[src/design/pid_pkg.sv]
// Shared types and constants for the PID step block.
`default_nettype none
package pid_pkg;
    localparam int unsigned DIVERGE_TIME_MS = 1000;
    localparam int unsigned NUM_REGS        = 8;

    typedef enum logic [2:0] {
        REG_GAIN_PROP     = 3'd0,
        REG_GAIN_INTEG    = 3'd1,
        REG_GAIN_DERIV    = 3'd2,
        REG_INTEG_FLOOR   = 3'd3,
        REG_INTEG_CEILING = 3'd4,
        REG_DRIVE_FLOOR   = 3'd5,
        REG_DRIVE_CEILING = 3'd6,
        REG_ERROR_BAND    = 3'd7
    } reg_index_t;

    // Start request from the sequencer to the serial units.
    typedef struct packed {
        logic start;
    } unit_req_t;
endpackage
`default_nettype wire

[src/design/pid_step_antiwindup_divergence.sv]
// PID step top level: sequencer, registers and state around serial mul/div units.
//
// Usage:
//   Input channel (target, sensed, elapsed_ms) is a valid/stall transfer;
//   in_stall stays high while a step is in progress or its result waits.
//   Output channel (drive, at_limit, diverging) presents one result per input;
//   out_valid holds with a stable payload while out_stall is high.
//   Configuration: cfg_we/cfg_index/cfg_data write a register at any edge;
//   every write also clears integrator, last measurement, history and the
//   out-of-band timer. Write only while no step is in flight.
// Sequence:
//   out_valid rises once the shift-add multiply has run five times (three
//   without derivative) and the restoring divide twice (once), followed by the
//   combine state; the derivative is skipped on the first step or with zero
//   elapsed time. Q16 scaling is a shift. A new input is taken the cycle
//   after the result is transferred.
// Reset:
//   rst_n (asynchronous, active low) loads register reset values, clears the
//   state and leaves both channels idle.
`default_nettype none
module pid_step_antiwindup_divergence
    import pid_pkg::*;
(
    input  wire logic               clk,
    input  wire logic               rst_n,
    input  wire logic               cfg_we,
    input  wire logic [2:0]         cfg_index,
    input  wire logic [31:0]        cfg_data,
    input  wire logic               in_valid,
    output logic                    in_stall,
    input  wire logic signed [31:0] target,
    input  wire logic signed [31:0] sensed,
    input  wire logic [15:0]        elapsed_ms,
    output logic                    out_valid,
    input  wire logic               out_stall,
    output logic signed [31:0]      drive,
    output logic                    at_limit,
    output logic                    diverging
);
    typedef enum logic [4:0] {
        S_IDLE, S_P_MUL, S_P_DIV, S_I_MUL, S_I_DIV, S_I_MS, S_I_DIV2,
        S_D_MUL, S_D_DIV, S_D_GMUL, S_D_GDIV, S_COMB, S_OUT
    } state_t;

    localparam logic signed [63:0] I32_MAX = 64'sd2147483647;
    localparam logic signed [63:0] I32_MIN = -64'sd2147483648;

    state_t state_reg;
    logic signed [31:0] gp_reg, gi_reg, gd_reg, if_reg, ic_reg, df_reg, dc_reg;
    logic [30:0] band_reg;
    logic signed [31:0] integ_reg, last_reg;
    logic        hist_reg;
    logic [15:0] oob_reg;
    logic signed [32:0] err_reg;
    logic signed [31:0] sens_reg;
    logic [15:0] ms_reg;
    logic signed [63:0] p_reg, d_reg, si_reg;
    logic signed [31:0] drive_reg;
    logic        lim_reg, div_reg, out_valid_reg;

    unit_req_t   mreq, dreq;
    logic signed [63:0] ma, dnum, mprod, dquo;
    logic signed [32:0] mb;
    logic [15:0] dden;
    logic        mdone, ddone;

    pid_mul u_mul (.clk(clk), .rst_n(rst_n), .req(mreq), .a(ma), .b(mb),
                   .done(mdone), .prod(mprod));
    pid_div u_div (.clk(clk), .rst_n(rst_n), .req(dreq), .num(dnum), .den(dden),
                   .done(ddone), .quo(dquo));

    logic signed [32:0] err_w;
    logic signed [31:0] errs;
    logic signed [63:0] cand_raw, cand, u_c, u_h, u, drv;
    logic               hold;
    logic [32:0]        mag;
    logic [16:0]        oob_sum;
    logic [15:0]        oob_new;
    logic signed [63:0] rate;
    logic signed [32:0] dsens;

    assign err_w = 33'(target) - 33'(sensed);
    assign errs  = (err_reg > 33'sd2147483647) ? 32'h7fffffff :
                   (err_reg < -33'sd2147483648) ? 32'h80000000 : err_reg[31:0];
    assign dsens = 33'(sens_reg) - 33'(last_reg);
    assign rate  = (dquo > I32_MAX) ? I32_MAX : (dquo < I32_MIN) ? I32_MIN : dquo;

    // Integrator candidate, hold test, drive clamp, error magnitude and out-of-band sum; clamps check the floor first.
    always_comb
    begin
        cand_raw = 64'(integ_reg) + si_reg;
        if (cand_raw < 64'(if_reg))
            cand = 64'(if_reg);
        else if (cand_raw > 64'(ic_reg))
            cand = 64'(ic_reg);
        else
            cand = cand_raw;
        u_c  = p_reg + cand + d_reg;
        u_h  = p_reg + 64'(integ_reg) + d_reg;
        hold = (u_c > 64'(dc_reg) && err_reg > 33'sd0) ||
               (u_c < 64'(df_reg) && err_reg < 33'sd0);
        u    = hold ? u_h : u_c;
        if (u < 64'(df_reg))
            drv = 64'(df_reg);
        else if (u > 64'(dc_reg))
            drv = 64'(dc_reg);
        else
            drv = u;
        mag     = err_reg[32] ? 33'(-err_reg) : 33'(err_reg);
        oob_sum = 17'(oob_reg) + 17'(ms_reg);
        oob_new = oob_sum[16] ? 16'hffff : oob_sum[15:0];
    end

    // Operand selection per sequencer step.
    always_comb
    begin
        ma   = mprod;
        mb   = '0;
        dnum = mprod;
        dden = 16'd1;
        unique case (state_reg)
            S_P_MUL:  ma = 64'(gp_reg);
            S_I_MUL:  ma = 64'(gi_reg);
            S_I_MS:   ma = si_reg;
            S_D_MUL:  ma = 64'(dsens);
            S_D_GMUL: ma = 64'(gd_reg);
            default:  ma = mprod;
        endcase
        unique case (state_reg)
            S_P_MUL, S_I_MUL: mb = 33'(errs);
            S_I_MS:           mb = 33'(ms_reg);
            S_D_MUL:          mb = 33'sd1000;
            S_D_GMUL:         mb = 33'(rate);
            default:          mb = '0;
        endcase
        unique case (state_reg)
            S_I_DIV2: dden = 16'd1000;
            S_D_DIV:  dden = ms_reg;
            default:  dden = 16'd1;
        endcase
        // Q16 scaling does not use the divider; it is the q16 shift, x/65536 truncating.
        dnum = mprod;
        if (state_reg == S_P_DIV || state_reg == S_I_DIV || state_reg == S_D_GDIV)
            dden = 16'd1;
    end

    // Divide by 65536 truncating toward zero via bias-and-shift.
    function automatic logic signed [63:0] q16(input logic signed [63:0] x);
        logic signed [63:0] b;
        b = x[63] ? x + 64'sd65535 : x;
        return b >>> 16;
    endfunction

    logic step_go;
    assign step_go = in_valid && !in_stall;

    always_ff @(posedge clk or negedge rst_n)
    begin
        if (!rst_n)
        begin
            state_reg     <= S_IDLE;
            gp_reg        <= '0;
            gi_reg        <= '0;
            gd_reg        <= '0;
            if_reg        <= -32'sd65536;
            ic_reg        <= 32'sd65536;
            df_reg        <= -32'sd65536;
            dc_reg        <= 32'sd65536;
            band_reg      <= 31'h7fffffff;
            integ_reg     <= '0;
            last_reg      <= '0;
            hist_reg      <= 1'b0;
            oob_reg       <= '0;
            out_valid_reg <= 1'b0;
        end
        else
        begin
            if (cfg_we)
            begin
                unique case (reg_index_t'(cfg_index))
                    REG_GAIN_PROP:     gp_reg   <= cfg_data;
                    REG_GAIN_INTEG:    gi_reg   <= cfg_data;
                    REG_GAIN_DERIV:    gd_reg   <= cfg_data;
                    REG_INTEG_FLOOR:   if_reg   <= cfg_data;
                    REG_INTEG_CEILING: ic_reg   <= cfg_data;
                    REG_DRIVE_FLOOR:   df_reg   <= cfg_data;
                    REG_DRIVE_CEILING: dc_reg   <= cfg_data;
                    REG_ERROR_BAND:    band_reg <= cfg_data[30:0];
                    default:           band_reg <= band_reg;
                endcase
                integ_reg <= '0;
                last_reg  <= '0;
                hist_reg  <= 1'b0;
                oob_reg   <= '0;
            end
            unique case (state_reg)
                S_IDLE:
                    if (step_go)
                    begin
                        err_reg   <= err_w;
                        sens_reg  <= sensed;
                        ms_reg    <= elapsed_ms;
                        state_reg <= S_P_MUL;
                    end
                S_P_MUL:  state_reg <= S_P_DIV;
                S_P_DIV:
                    if (mdone)
                    begin
                        p_reg     <= q16(mprod);
                        state_reg <= S_I_MUL;
                    end
                S_I_MUL:  state_reg <= S_I_DIV;
                S_I_DIV:
                    if (mdone)
                    begin
                        si_reg    <= q16(mprod);
                        state_reg <= S_I_MS;
                    end
                S_I_MS:   state_reg <= S_I_DIV2;
                S_I_DIV2:
                    if (ddone)
                    begin
                        si_reg    <= dquo;
                        state_reg <= S_D_MUL;
                    end
                    else if (mdone)
                        state_reg <= S_I_DIV2;
                S_D_MUL:
                    if (!hist_reg || ms_reg == 16'd0)
                    begin
                        d_reg     <= '0;
                        state_reg <= S_COMB;
                    end
                    else
                        state_reg <= S_D_DIV;
                S_D_DIV:  if (ddone) state_reg <= S_D_GMUL;
                S_D_GMUL: state_reg <= S_D_GDIV;
                S_D_GDIV:
                    if (mdone)
                    begin
                        d_reg     <= -q16(mprod);
                        state_reg <= S_COMB;
                    end
                S_COMB:
                begin
                    if (!hold)
                        integ_reg <= cand[31:0];
                    drive_reg <= drv[31:0];
                    lim_reg   <= (drv != u);
                    if (mag > 33'(band_reg))
                    begin
                        oob_reg <= oob_new;
                        div_reg <= (oob_new >= 16'(DIVERGE_TIME_MS));
                    end
                    else
                    begin
                        oob_reg <= '0;
                        div_reg <= 1'b0;
                    end
                    last_reg      <= sens_reg;
                    hist_reg      <= 1'b1;
                    out_valid_reg <= 1'b1;
                    state_reg     <= S_OUT;
                end
                S_OUT:
                    if (!out_stall)
                    begin
                        out_valid_reg <= 1'b0;
                        state_reg     <= S_IDLE;
                    end
                default: state_reg <= S_IDLE;
            endcase
        end
    end

    // Unit starts are issued in the cycle each operand set is presented.
    always_comb
    begin
        mreq.start = (state_reg == S_P_MUL) || (state_reg == S_I_MUL) ||
                     (state_reg == S_I_MS) ||
                     (state_reg == S_D_MUL && hist_reg && ms_reg != 16'd0) ||
                     (state_reg == S_D_GMUL);
        dreq.start = (state_reg == S_I_DIV2 && mdone) ||
                     (state_reg == S_D_DIV && mdone);
    end

    assign in_stall  = (state_reg != S_IDLE);
    assign out_valid = out_valid_reg;
    assign drive     = drive_reg;
    assign at_limit  = lim_reg;
    assign diverging = div_reg;

    a_out_only_in_out: assert property (@(posedge clk) disable iff (!rst_n)
        out_valid_reg |-> state_reg == S_OUT)
        else $error("result shown outside output state");
    a_hist_after_result: assert property (@(posedge clk) disable iff (!rst_n)
        state_reg == S_COMB && !cfg_we |=> hist_reg)
        else $error("history not set");
    a_no_start_overlap: assert property (@(posedge clk) disable iff (!rst_n)
        !(mreq.start && dreq.start && state_reg == S_P_MUL))
        else $error("unit start overlap");
endmodule
`default_nettype wire

[src/design/pid_mul.sv]
// Shift-add multiplier: signed 64 x signed 33, one bit per cycle.
`default_nettype none
module pid_mul
    import pid_pkg::*;
(
    input  wire logic               clk,
    input  wire logic               rst_n,
    input  wire unit_req_t          req,
    input  wire logic signed [63:0] a,
    input  wire logic signed [32:0] b,
    output logic                    done,
    output logic signed [63:0]      prod
);
    logic [63:0] acc_reg, acc_next;
    logic [63:0] mcand_reg, mcand_next;
    logic [32:0] mplier_reg, mplier_next;
    logic        neg_reg, neg_next;
    logic [5:0]  cnt_reg, cnt_next;
    logic        busy_reg, busy_next;
    logic        done_reg, done_next;

    // Magnitudes are multiplied bit-serially; the sign is applied at the end.
    always_comb
    begin
        acc_next    = acc_reg;
        mcand_next  = mcand_reg;
        mplier_next = mplier_reg;
        neg_next    = neg_reg;
        cnt_next    = cnt_reg;
        busy_next   = busy_reg;
        done_next   = 1'b0;
        if (req.start)
        begin
            acc_next    = '0;
            mcand_next  = a[63] ? 64'(-a) : 64'(a);
            mplier_next = b[32] ? 33'(-b) : 33'(b);
            neg_next    = a[63] ^ b[32];
            cnt_next    = 6'd33;
            busy_next   = 1'b1;
        end
        else if (busy_reg)
        begin
            if (mplier_reg[0])
            begin
                acc_next = acc_reg + mcand_reg;
            end
            mcand_next  = {mcand_reg[62:0], 1'b0};
            mplier_next = {1'b0, mplier_reg[32:1]};
            cnt_next    = cnt_reg - 6'd1;
            if (cnt_reg == 6'd1)
            begin
                busy_next = 1'b0;
                done_next = 1'b1;
            end
        end
    end

    always_ff @(posedge clk or negedge rst_n)
    begin
        if (!rst_n)
        begin
            busy_reg <= 1'b0;
            done_reg <= 1'b0;
            cnt_reg  <= '0;
        end
        else
        begin
            busy_reg <= busy_next;
            done_reg <= done_next;
            cnt_reg  <= cnt_next;
        end
    end

    always_ff @(posedge clk)
    begin
        acc_reg    <= acc_next;
        mcand_reg  <= mcand_next;
        mplier_reg <= mplier_next;
        neg_reg    <= neg_next;
    end

    assign done = done_reg;
    assign prod = neg_reg ? 64'(-acc_reg) : 64'(acc_reg);

    a_one_done: assert property (@(posedge clk) disable iff (!rst_n)
        done_reg |=> !done_reg)
        else $error("mul done held");
    a_done_ends_busy: assert property (@(posedge clk) disable iff (!rst_n)
        done_reg |-> !busy_reg)
        else $error("mul busy after done");
    a_cnt_idle: assert property (@(posedge clk) disable iff (!rst_n)
        !busy_reg |-> cnt_reg == 6'd0 || done_reg || $past(req.start) == 1'b0)
        else $error("mul count");
endmodule
`default_nettype wire

[src/design/pid_div.sv]
// Restoring divider: signed 64 / unsigned 16, truncating, one quotient bit per cycle.
`default_nettype none
module pid_div
    import pid_pkg::*;
(
    input  wire logic               clk,
    input  wire logic               rst_n,
    input  wire unit_req_t          req,
    input  wire logic signed [63:0] num,
    input  wire logic [15:0]        den,
    output logic                    done,
    output logic signed [63:0]      quo
);
    logic [63:0] q_reg, q_next;
    logic [16:0] rem_reg, rem_next;
    logic [15:0] den_reg, den_next;
    logic        neg_reg, neg_next;
    logic [6:0]  cnt_reg, cnt_next;
    logic        busy_reg, busy_next;
    logic        done_reg, done_next;
    logic [16:0] trial;
    logic [17:0] diff;

    always_comb
    begin
        q_next    = q_reg;
        rem_next  = rem_reg;
        den_next  = den_reg;
        neg_next  = neg_reg;
        cnt_next  = cnt_reg;
        busy_next = busy_reg;
        done_next = 1'b0;
        trial     = {rem_reg[15:0], q_reg[63]};
        diff      = {1'b0, trial} - {2'b00, den_reg};
        if (req.start)
        begin
            q_next    = num[63] ? 64'(-num) : 64'(num);
            rem_next  = '0;
            den_next  = den;
            neg_next  = num[63];
            cnt_next  = 7'd64;
            busy_next = 1'b1;
        end
        else if (busy_reg)
        begin
            if (!diff[17])
            begin
                rem_next = diff[16:0];
                q_next   = {q_reg[62:0], 1'b1};
            end
            else
            begin
                rem_next = trial;
                q_next   = {q_reg[62:0], 1'b0};
            end
            cnt_next = cnt_reg - 7'd1;
            if (cnt_reg == 7'd1)
            begin
                busy_next = 1'b0;
                done_next = 1'b1;
            end
        end
    end

    always_ff @(posedge clk or negedge rst_n)
    begin
        if (!rst_n)
        begin
            busy_reg <= 1'b0;
            done_reg <= 1'b0;
            cnt_reg  <= '0;
        end
        else
        begin
            busy_reg <= busy_next;
            done_reg <= done_next;
            cnt_reg  <= cnt_next;
        end
    end

    always_ff @(posedge clk)
    begin
        q_reg   <= q_next;
        rem_reg <= rem_next;
        den_reg <= den_next;
        neg_reg <= neg_next;
    end

    assign done = done_reg;
    assign quo  = neg_reg ? 64'(-q_reg) : 64'(q_reg);

    a_one_done: assert property (@(posedge clk) disable iff (!rst_n)
        done_reg |=> !done_reg)
        else $error("div done held");
    a_rem_lt_den: assert property (@(posedge clk) disable iff (!rst_n)
        busy_reg && den_reg != 16'd0 && !$past(req.start) |-> rem_reg < {1'b0, den_reg})
        else $error("div remainder");
    a_done_ends_busy: assert property (@(posedge clk) disable iff (!rst_n)
        done_reg |-> !busy_reg)
        else $error("div busy after done");
endmodule
`default_nettype wire

[config.mk]
export PLATFORM = sky130hd
export DESIGN_NAME = pid_step_antiwindup_divergence
export DESIGN_NICKNAME = d
export VERILOG_FILES = /design/src/design/pid_pkg.sv /design/src/design/pid_step_antiwindup_divergence.sv /design/src/design/pid_mul.sv /design/src/design/pid_div.sv
export SDC_FILE = /design/constraint.sdc
export NUM_CORES = 2
export LEC_CHECK = 0
export ABC_AREA = 1
export CAP_MARGIN = 5
export CORE_MARGIN = 5
export CORE_UTILIZATION = 40
export CTS_CLUSTER_SIZE = 28
export DETAILED_ROUTE_END_ITERATION = 7
export DONT_BUFFER_PORTS = 1
export GPL_TIMING_DRIVEN = 0
export SLEW_MARGIN = 20
export SYNTH_ARGS = -nofsm -noshare
export SYNTH_HDL_FRONTEND = slang
export SYNTH_SLANG_ARGS = --single-unit
export TNS_END_PERCENT = 50
[constraint.sdc]
create_clock -name clk -period 14.9 [get_ports clk]
set_input_delay 2.235 -clock clk [delete_from_list [all_inputs] [get_ports clk]]
set_output_delay 2.235 -clock clk [all_outputs]
set_load 0.01 [all_outputs]
==> reports/metrics.cfg <==
[drt]
postRouteAntennaNets = 0
wl_met3_mm = 20.6
drt-total-wl_mm = 345
wl_per_cell_um = 24.0
drtIter0Drc = 7560
via_per_inst = 5.59
wl_met1_mm = 141
highest_layer = met5
vias = 80400
dr.pass1.iters = 7
dr_wl_met2_mm = 161
route.detailed.drc = 0

[logic_synthesis]
syn_avg_cell_area_sq_um = 7.28
syn-cell-area_sq_mm = 0.0817
yosysWarnings = 0
synth_seq_cells = 908
synthCells = 11200
yosysSeqAreaShare_pct = 30.3
synthDistinctLibCells = 78
synthArstFlopShare_pct = 39.4
syn_nets = 12300
ys.flop_type = edfxtp_1
synth_edf_count = 470

[global_route]
grt_pass1_wl_mm = 499
grt_pass1_vias = 78100
grt_usage_pct = 31.2
grt_overflow = 0
antenna_found_initial = 19
grt_start_max_net_pins = 159

[run]
drv_cap = 0

[place]
hpwl_mm = 285
gp_congestion = 1.01
place_inst = 14000
numPortBuffers = 0

[floorplanning]
die_height_um = 462
io_pins = 156
die_w_um = 462
start_util_pct = 40.1
die_area_sq_mm = 0.213
rows = 166
core-area_sq_mm = 0.204

[clock_network]
h-tree-depth = 3
cts_made_buffers = 109
cts_sinks = 908
cts_tree = yes
clk_pin_slew_ns = 0.06
clock-root-buffer = clkbuf_16
clockBufferDepth = 3
worstSkewPairLatency_ns = 0.79

[critical_path]
path_max_fanout = 10
critPathArrivalTime_ns = 16.46
startpoint_type = flip-flop
cp.required_ns = 15.43
setup.worst_path.end_class = flip-flop
critPathTopFamily = simple AND/OR/NAND/NOR gates
crit_type = reg2reg
max_stage_delay_ns = 0.54
cp_num_buf_inv = 13
worst_path_max_delay_cell = edfxtp_1
crit_top_cell = nand2_1

[timing]
slew_viol_final = 0
tns_ns = -10.61
setup_ws_ns = -1.03
rsz0062_at_grt = yes
fmax_mhz = 62.8
relSlewSlack_pct = 18.2
clock_skew_ns = 0.0641
min_period_ns = 15.93
worst_slew_pin_slew_ns = 1.22
hold_viol = 0
finalCritPeriodShare_pct = 107
setup_viol = 33

[final_layout]
area_growth_pct = 15.4
finalNonFillerCells = 14400
drive_gt1_share_pct = 10.2
fillCellCount = 20700
nNetsFinal = 12600
fin_util_pct = 46.2

[outcome]
outcome = complete, but fails checks
failed_checks = negative setup slack

[worst_hold_path]
min_path_type = reg2reg

-- routing by layer --
| layer | track usage, % | vias to the layer above |
|---|---|---|
| met5 | 0 | - |
| met4 | 16.2 | 4 |
| met3 | 4.25 | 735 |
| met2 | 52.8 | 2835 |
| met1 | 38.9 | 38500 |
| li1 | - | 38300 |
-- stage by stage --
stage	setup slack, ns	cell area, sq um	hold WS (ns)
after floorplan	0.370	81700	0.446
after global placement	-12.24	85100	0.454
after detailed placement	-11.32	85800	0.469
after CTS	-1.50	92700	0.487
after global routing	-1.57	94300	0.494
final	-1.03	94300	0.486
-- final cells by class --
type | instances | area (sq um) | share of cell area [%]
diodes | 24 | 60.1 | 0.0637
plain buffers | 281 | 1680 | 1.78
clock buffers | 144 | 3170 | 3.36
clock inverters | 63 | 781 | 0.828
inverters | 1477 | 5590 | 5.93
multi-input cells | 8563 | 52800 | 55.9
flip-flops and latches | 908 | 24800 | 26.2
well taps | 2688 | 3360 | 3.57
repair buffers | 229 | 2150 | 2.28
repair inverters | 1 | 8.76 | 0.00928
-- worst register-to-register path: cells and delay by family, from the launching register on --
kind	cells	cell delay, ns
AOI/OAI and AO/OA	22	3.71
xor gates and xnor gates	2	0.35
adders and majority gates	6	2.06
buffers and inverters	13	2.02
DFF	1	0.54
and+or+nand+nor	47	6.98
-- worst paths after layout --
kind | depth (start not counted) | from | slack [ns] | to
hold reg to reg | 2 | ic_reg[3] | 0.49 | ic_reg[3]
min in group asynchronous | 0 | rst_n | 1.19 | u_div.cnt_reg[5]
max in group asynchronous | 2 | rst_n | 11.86 | integ_reg[31]
setup / recovery | 90 | si_reg[1] | -1.03 | at_limit
hold / removal | 2 | ic_reg[3] | 0.49 | ic_reg[3]
setup reg to reg | 90 | si_reg[1] | -1.03 | at_limit
-- what timing repair did --
| item | 4_1_cts | 5_1_grt |
|---|---|---|
| gates resized for setup | 528 | 293 |
| hold buffers | 0 | 0 |
| cloned | 3 | 5 |
| endpoints found under the setup margin | 65 | 41 |
| buffers inserted | 122 | 64 |
| pin swaps | 128 | 166 |
| hold endpoints to repair | 0 | 0 |
-- logic make-up after synthesis --
kind of cell,after synthesis,synth area share [%]
flops,908,30.3
other cells,1,0.00459
simple gates,4668,24.1
fa+ha+maj,905,15.1
buf+inv,1758,8.11
compound gates,2421,16.2
xor+xnor,567,6.24
-- cells in the mapped netlist (8+ instances only) --
cell type | number | share of area [%]
o21ai_1 | 19 | 0.12
o2111ai_1 | 10 | 0.11
edfxtp_1 | 470 | 17
dfrtp_1 | 293 | 9.0
dfstp_2 | 65 | 2.1
a21oi_1 | 880 | 5.4
o31ai_1 | 12 | 0.11
a221oi_1 | 24 | 0.26
xor2_1 | 392 | 4.2
a31oi_1 | 85 | 0.65
nand3b_1 | 58 | 0.53
nor3_1 | 143 | 0.88
nand2_1 | 2627 | 12
clkbuf_1 | 249 | 1.1
nor2_4 | 11 | 0.15
o221ai_1 | 19 | 0.20
nor2_1 | 985 | 4.5
inv_1 | 1433 | 6.6
dfxtp_1 | 80 | 2.0
xor2_2 | 8 | 0.16
a21o_1 | 25 | 0.23
or2_2 | 48 | 0.37
nor3_2 | 13 | 0.16
nand4_1 | 135 | 1.0
xnor2_1 | 163 | 1.7
o21bai_1 | 20 | 0.18
nand3_1 | 486 | 3.0
inv_2 | 34 | 0.16
nand3_2 | 14 | 0.17
ha_1 | 771 | 12
o32ai_1 | 8 | 0.086
o211ai_1 | 51 | 0.47
a22o_1 | 13 | 0.14
o21a_1 | 42 | 0.39
fa_1 | 134 | 3.3
nor4_1 | 71 | 0.54
o21ai_0 | 1093 | 6.7
a21boi_0 | 27 | 0.25
buf_1 | 21 | 0.096
nor2_2 | 21 | 0.16
nand2_2 | 21 | 0.16
clkinv_1 | 10 | 0.046
a211oi_1 | 34 | 0.31
o22ai_1 | 21 | 0.16
-- cells in the final DEF (no fill, tap or decap), types with 60 or more instances in the layout --
cell	netlist	final
inv_1	1433	1406
dfstp_2	65	65
xnor2_1	163	160
o21ai_0	1093	977
a31oi_1	85	83
dfxtp_1	80	80
nor4_1	71	64
dfrtp_1	293	292
o21ai_2	4	61
a21oi_1	880	845
buf_4	4	184
clkbuf_16	0	136
nor3_1	143	129
nor2_1	985	956
nand2_2	21	127
fa_1	134	131
nand3_1	486	452
o21ai_1	19	60
xor2_1	392	372
nand2_1	2627	2486
nand4_1	135	135
ha_1	771	746
edfxtp_1	470	470
clkbuf_1	249	212
Power is left out: the tool's default activity adds up to more than one toggle a clock period on the data nets, which glitch-free logic cannot reach.
